File: src/rtl/b128sm_pkg.sv
// Package: payload types and constants for the binary128 scale multiplier.
`timescale 1ns / 1ps
`default_nettype none
package b128sm_pkg;

    localparam int unsigned EXPONENT_OFFSET = 16'h3FFF;
    localparam int unsigned EXP_MAX     = 16'h7FFF;
    localparam int unsigned SHIFT_LIMIT = 114;

    localparam logic [63:0] INF_HIGH  = 64'h7FFF_0000_0000_0000;
    localparam logic [63:0] QNAN_HIGH = 64'h7FFF_8000_0000_0000;

    localparam logic [1:0] REG_FACTOR_HIGH = 2'd0;
    localparam logic [1:0] REG_FACTOR_LOW  = 2'd1;

    typedef struct packed {
        logic [63:0] operand_high;
        logic [63:0] operand_low;
        logic        last_element;
    } in_item_t;

    typedef struct packed {
        logic [63:0] product_high;
        logic [63:0] product_low;
        logic        last_out;
    } out_item_t;

    // result class decided up front
    typedef enum logic [1:0] {
        CLS_NUM  = 2'd0,
        CLS_PASS = 2'd1,
        CLS_INF  = 2'd2,
        CLS_ZERO = 2'd3
    } cls_t;

    // stage 1 -> multiplier
    typedef struct packed {
        cls_t          cls;
        logic [63:0]   pass_high;
        logic [63:0]   pass_low;
        logic          sign;
        logic          last;
        logic signed [17:0] exp_sum;
    } ctl_t;

endpackage
`default_nettype wire

File: src/rtl/b128sm_unpack.sv
// Stage 1: classify operands and normalize mantissas.
`timescale 1ns / 1ps
`default_nettype none
module b128sm_unpack
(
    input  wire logic                 clk,
    input  wire logic                 rst_n,
    input  wire logic                 in_valid,
    input  wire b128sm_pkg::in_item_t in_item,
    input  wire logic [63:0]          factor_high,
    input  wire logic [63:0]          factor_low,
    output logic                      out_valid,
    output b128sm_pkg::ctl_t          ctl,
    output logic [112:0]              mant_x,
    output logic [112:0]              mant_y
);

    logic valid_reg;
    b128sm_pkg::ctl_t ctl_reg, ctl_next;
    logic [112:0] mx_reg, my_reg, mx_next, my_next;

    function automatic logic [6:0] lead_zeros(input logic [112:0] m);
        logic [6:0] n;
        logic       found;
        n = 7'd0;
        found = 1'b0;
        for (int i = 112; i >= 0; i--)
        begin
            if (!found && m[i])
            begin
                found = 1'b1;
                n = 7'(112 - i);
            end
        end
        return n;
    endfunction

    logic [14:0] fe, oe;
    logic        f_mant, o_mant, f_zero, o_zero, sign;
    logic [112:0] fm_raw, om_raw;
    logic [6:0]   flz, olz;
    logic signed [17:0] fexp, oexp;

    always_comb
    begin
        fe = factor_high[62:48];
        oe = in_item.operand_high[62:48];
        f_mant = (factor_high[47:0] != '0) || (factor_low != '0);
        o_mant = (in_item.operand_high[47:0] != '0) || (in_item.operand_low != '0);
        f_zero = (fe == '0) && !f_mant;
        o_zero = (oe == '0) && !o_mant;
        sign = factor_high[63] ^ in_item.operand_high[63];
        fm_raw = {(fe != '0), factor_high[47:0], factor_low};
        om_raw = {(oe != '0), in_item.operand_high[47:0], in_item.operand_low};
        flz = lead_zeros(fm_raw);
        olz = lead_zeros(om_raw);
        fexp = (fe != '0) ? 18'(fe) : 18'sd1 - 18'(flz);
        oexp = (oe != '0) ? 18'(oe) : 18'sd1 - 18'(olz);
        mx_next = fm_raw << flz;
        my_next = om_raw << olz;

        ctl_next.sign = sign;
        ctl_next.last = in_item.last_element;
        ctl_next.exp_sum = fexp + oexp - 18'(b128sm_pkg::EXPONENT_OFFSET);
        ctl_next.pass_high = factor_high;
        ctl_next.pass_low = factor_low;
        if (fe == 15'(b128sm_pkg::EXP_MAX) && f_mant)
        begin
            ctl_next.cls = b128sm_pkg::CLS_PASS;
        end
        else if (oe == 15'(b128sm_pkg::EXP_MAX) && o_mant)
        begin
            ctl_next.cls = b128sm_pkg::CLS_PASS;
            ctl_next.pass_high = in_item.operand_high;
            ctl_next.pass_low = in_item.operand_low;
        end
        else if (fe == 15'(b128sm_pkg::EXP_MAX) || oe == 15'(b128sm_pkg::EXP_MAX))
        begin
            ctl_next.cls = b128sm_pkg::CLS_PASS;
            ctl_next.pass_high = (f_zero || o_zero) ? b128sm_pkg::QNAN_HIGH
                                 : ({sign, 63'd0} | b128sm_pkg::INF_HIGH);
            ctl_next.pass_low = '0;
        end
        else if (f_zero || o_zero)
        begin
            ctl_next.cls = b128sm_pkg::CLS_ZERO;
        end
        else
        begin
            ctl_next.cls = b128sm_pkg::CLS_NUM;
        end
    end

    always_ff @(posedge clk or negedge rst_n)
    begin
        if (!rst_n)
        begin
            valid_reg <= 1'b0;
        end
        else
        begin
            valid_reg <= in_valid;
        end
    end

    always_ff @(posedge clk)
    begin
        ctl_reg <= ctl_next;
        mx_reg <= mx_next;
        my_reg <= my_next;
    end

    assign out_valid = valid_reg;
    assign ctl = ctl_reg;
    assign mant_x = mx_reg;
    assign mant_y = my_reg;

endmodule
`default_nettype wire

File: config.mk
export PLATFORM = sky130hd
export DESIGN_NAME = b128sm_unpack
export DESIGN_NICKNAME = d
export VERILOG_FILES = /design/src/rtl/b128sm_pkg.sv /design/src/rtl/b128sm_unpack.sv
export SDC_FILE = /design/constraint.sdc
export NUM_CORES = 2
export LEC_CHECK = 0
export BUFFER_PORTS_ARGS = -buffer_cell sky130_fd_sc_hd__buf_2
export CORE_MARGIN = 2
export CORE_UTILIZATION = 31
export DETAILED_ROUTE_END_ITERATION = 8
export SKIP_LAST_GASP = 1
export SLEW_MARGIN = 0
export SYNTH_ARGS = -nofsm -noshare
export SYNTH_HDL_FRONTEND = slang
export SYNTH_SLANG_ARGS = --single-unit
File: constraint.sdc
create_clock -name clk -period 0.8 [get_ports clk]
set_input_delay 0.2 -clock clk [delete_from_list [all_inputs] [get_ports clk]]
set_output_delay 0.2 -clock clk [all_outputs]
set_load 0.01 [all_outputs]
* Word level (Yosys, flattened, before mapping)
Index checks and enable logic that the tools add are counted.
** Word-level totals
- Output and inout bits :: 377
- Word-level logic and storage cells :: 940
- Flip-flop bits (word level) :: 377
- Input port bits :: 260
** Operators by class
- Eq/ne operators :: 2
- Reductions and logical operators :: 467
- Muxes and demuxes :: 455
- Add/sub/neg operators :: 4
- Shifts and indexed selects :: 2
- Bitwise gates (word level) :: 1
** Operators with widths (number)
- $mux W7 :: 220
- $mux W128 :: 3
- $logic_and A1 B1 Y1 :: 228
- $logic_not A1 Y1 :: 226
- $mux W1 :: 226
- $shl A113 B7 Y113 :: 2
- $reduce_bool A64 Y1 :: 2
- $reduce_bool A48 Y1 :: 2
- $mux W64 :: 1
- $mux W18 :: 2
- $eq A15 B15 Y1 const B :: 2
- $logic_not A15 Y1 :: 2
- $reduce_bool A15 Y1 :: 2
- $add A18 B18 Y18 :: 1
- $sub A18 B14 Y18 const B :: 1
- $sub A1 B7 Y8 const A :: 2
- $mux W2 :: 3
- $logic_or A1 B1 Y1 :: 4
- $reduce_or A3 Y1 :: 1
- $xor A1 B1 Y1 :: 1

* Depth between registers and ports, before layout
- Depth after elaboration :: 342
- Depth in mapped cells :: 34
- Gate-level depth less buffers :: 27

* Worst setup path before layout
OpenSTA, ideal clock, no wires.
- Path kind :: input port to flip-flop
- Start point :: in in_item[77] (netlist name)
- End point :: reg ctl_reg (netlist bit ctl[15])
- Cell stages on the path :: 31
- Setup slack :: -5671 ps
- Library setup time :: 59 ps
- Buffers on the path :: 4
- Data required time :: 741 ps
- Arrival time :: 6412 ps
- Cell sequence :: or4_4 or4_4 nor3_2 buf_4 nand4_1 or4_1 o41a_1 nand4_1 inv_1 clkbuf_1 buf_1 clkbuf_1 ha_1 inv_1 o21bai_1 ha_1 fa_1 a21o_1 a21oi_1 o21bai_1 a21oi_1 o21bai_1 a21oi_1 o21bai_1 a21oi_1 o21bai_1 a21o_1 a21oi_1 nor2b_1 o21ai_0 o31a_1
** RTL lines
- start, declared :: line b128sm_unpack.sv:9 : input wire b128sm_pkg::in_item_t in_item,
- end signal, assigned :: line b128sm_unpack.sv:108 : ctl_reg <= ctl_next;
- end, declared :: line b128sm_unpack.sv:19 : b128sm_pkg::ctl_t ctl_reg, ctl_next;

==> results.ini <==
[yosys]
async_flop_share=0.00265
yosys_most_used_dff=dfxtp_1
seq_area_frac_synth=0.233
netlist_area_um2=32400
syn_avg_cell_area_um2=7.76
synth.net_count=4467
synthDistinctLibCells=110
ys_ff_latch=377
synth_edf_count=0
syn-instance-count=4172
ys_warn_count=0

[clock_tree]
clk_root_buffer_cell=clkbuf_16
clk_pin_slew_ns=0.06
clock-sinks=377
h-tree-depth=2
cts_tree=built
cts_buffers=42
cts.path.max_buffers=3

[global_routing]
grt_pass1_wl_um=357000
grtUsageTotal=0.469
antenna_found_initial=27
grt_max_degree=98
grt_pass1_vias=45852
grt_overflow=0

[timing]
finalSetupViolCount=751
slew_viol_final=0
layout_setup_ws_ns=-4.57
tightest_slew_ns=1.31
fmax_ghz=0.186
timing.hold.ws_ns=0.00801
final.min_clock_period_ns=5.37
rsz0062_at_grt=yes
fin_crit_sh=6.72
hold_violations=0
slew-limit-headroom=0.114

[worst_setup_path]
endpoint_kind=register
path_max_fanout=4
crit_arrival_ns=5.89
crit_family=compound AO/OA/AOI/OAI gates
critical_path.startpoint=in_item[96]
start_kind=input port
cp_slowest_stage_delay_ns=0.66
path_buf_inv=7
cp.required_ns=1.32
slowest_stage=or4_2
critPathKind=in -> reg

[floorplanning]
fp-row-count=118
pin_count=637
die_h_um=327
core-area_um2=103000
die_x_um=327
die_area_um2=107000
start_util=0.313

[drt]
num_vias=47891
drc_errors=0
detail-route-antenna-nets=0
avgRoutedWirePerCell_um=33.8
wirelength_um=265000
initialDrtViolationCount=5606
drt-vias-per-instance=6.12
drt_pass1_iterations=7

[power]
peakVddDrop_mv=1.92
power_leakage_nw=25.9
cellPowerDensity_nw_per_um2=1070

[flow_run]
maxCapViolations=0

[worst_hold_path]
hold_end=ctl[65]$_DFF_P_
hp-class=in -> reg
hp-start=in_item[46]
worstHoldPathCells=3

[final_layout]
syn2layout_area_growth_pct=73.3
largest_register_ffs=150
drive_gt1_frac=0.495
nNetsFinal=6697
stdcell_area_um2=56100
fill_cells=9904
fin_cells=7830

[place]
dp.cells=7564
gp_congestion=1.08
portBuffers=636
dp_hpwl_um=220000
placed_cell_area_um2=50400

[run_status]
failed_checks=negative setup slack
status=finished with violations

## cell type report
| class | instances | area (µm²) | share of cell area |
|---|---|---|---|
| Antenna cell | 16 | 40.0 | 0.000713 |
| Clock buffer | 51 | 1120 | 0.0200 |
| Clock inverter | 25 | 302 | 0.00537 |
| Sequential cell | 377 | 7550 | 0.135 |
| Inverter | 74 | 285 | 0.00508 |
| Multi-Input combinational cell | 3372 | 26200 | 0.468 |
| Tap cell | 1380 | 1730 | 0.0308 |
| Timing Repair Buffer | 2535 | 18900 | 0.336 |
## worst min-delay path, cell delays in order
cell	delay [ns]
buf_2	0.10
buf_4	0.16
a22o_1	0.15
## metal layers
layer / up-vias / GRT usage / part of all wire
met5: - / 0 / 0.00023
met4: 10 / 0.333 / 0.088
met3: 901 / 0.101 / 0.097
met2: 3280 / 0.741 / 0.44
met1: 23246 / 0.566 / 0.38
li1: 20454 / - / -
## how the worst max path moves through the flow
stage                                  to  slack, ns  cells past startpoint
after floorplan           ctl[15]$_DFF_P_      -4.96                     31
after global placement    ctl[17]$_DFF_P_      -5.86                     31
after detailed placement  ctl[17]$_DFF_P_      -5.93                     31
after CTS                 ctl[15]$_DFF_P_      -4.49                     29
after global routing      ctl[17]$_DFF_P_      -4.81                     29
final                     ctl[17]$_DFF_P_      -4.57                     33
## logic make-up (layout without fill, tap and decap cells)
group | after synthesis | in the layout | share of synthesized area
and+or+nand+nor | 1381 | 1381 | 0.210
AOI/OAI and AO/OA | 1372 | 1372 | 0.298
muxes | 566 | 566 | 0.181
buffers and inverters | 423 | 2685 | 0.0590
DFF | 377 | 377 | 0.233
adders and majority gates | 35 | 35 | 0.0138
xor gates and xnor gates | 18 | 18 | 0.00487
other | 0 | 16 | 0
## synth_stat cells (30+ instances only)
cell type,count,share of area
nor4_1,58,0.011
inv_1,74,0.0086
o211ai_1,53,0.012
nor2_1,447,0.052
dfxtp_1,376,0.23
a22o_1,138,0.037
nor3_1,109,0.017
buf_2,89,0.014
a211oi_1,52,0.012
o21ai_0,198,0.031
ha_1,34,0.013
mux2i_1,442,0.14
or3_1,45,0.0087
a31oi_1,47,0.0091
mux2_2,119,0.041
or2_2,30,0.0058
a221oi_1,53,0.014
clkbuf_1,200,0.023
a21oi_1,261,0.040
nand4_1,49,0.0095
a22oi_1,97,0.022
a21o_1,46,0.011
o22ai_1,76,0.015
o21bai_1,32,0.0074
nand2_1,323,0.037
nand3_1,102,0.016
## where the power goes
group	internal, mW	total [mW]	switching, mW
clock	11.7	20.5	8.73
combinational	8.18	19.0	10.8
sequential	20.0	20.3	0.331
total	39.9	59.8	19.9
## timing repair
item / in CTS / in global routing
setup endpoints to repair: 751 / 751
hold buffers: 87 / 0
endpoints found under the hold margin: 74 / 0
buffers inserted: 30 / 53
gates resized for setup: 208 / 276
gates cloned: 6 / 2
pin swaps: 23 / 58
## stage by stage
step / power [mW] / TNS (ns) / worst slack (ns) / utilization
detailed placement: 37.5 / -1463.35 / -5.93 / 0.487
global route: 61.2 / -1342.85 / -4.81 / 0.542
CTS: 58.6 / -1283.72 / -4.49 / 0.524
finish: 59.8 / -1288.66 / -4.57 / 0.542
floorplan: 26.6 / -990.13 / -4.96 / -
global placement: 37.6 / -1453.93 / -5.86 / 0.487
## placed cells by master (no fill, tap or decap), types with 69 or more instances in the layout
cell and n:
a21oi_1 214, a22o_1 135, buf_12 69, buf_2 635
buf_4 1708, dfxtp_1 376, dlygate4sd3_1 87, inv_1 70
mux2i_1 300, mux2i_2 93, nand2_1 310, nand3_1 98
nor2_1 438, nor3_1 95, o21ai_0 162
Power figures use the tool's default switching activity.
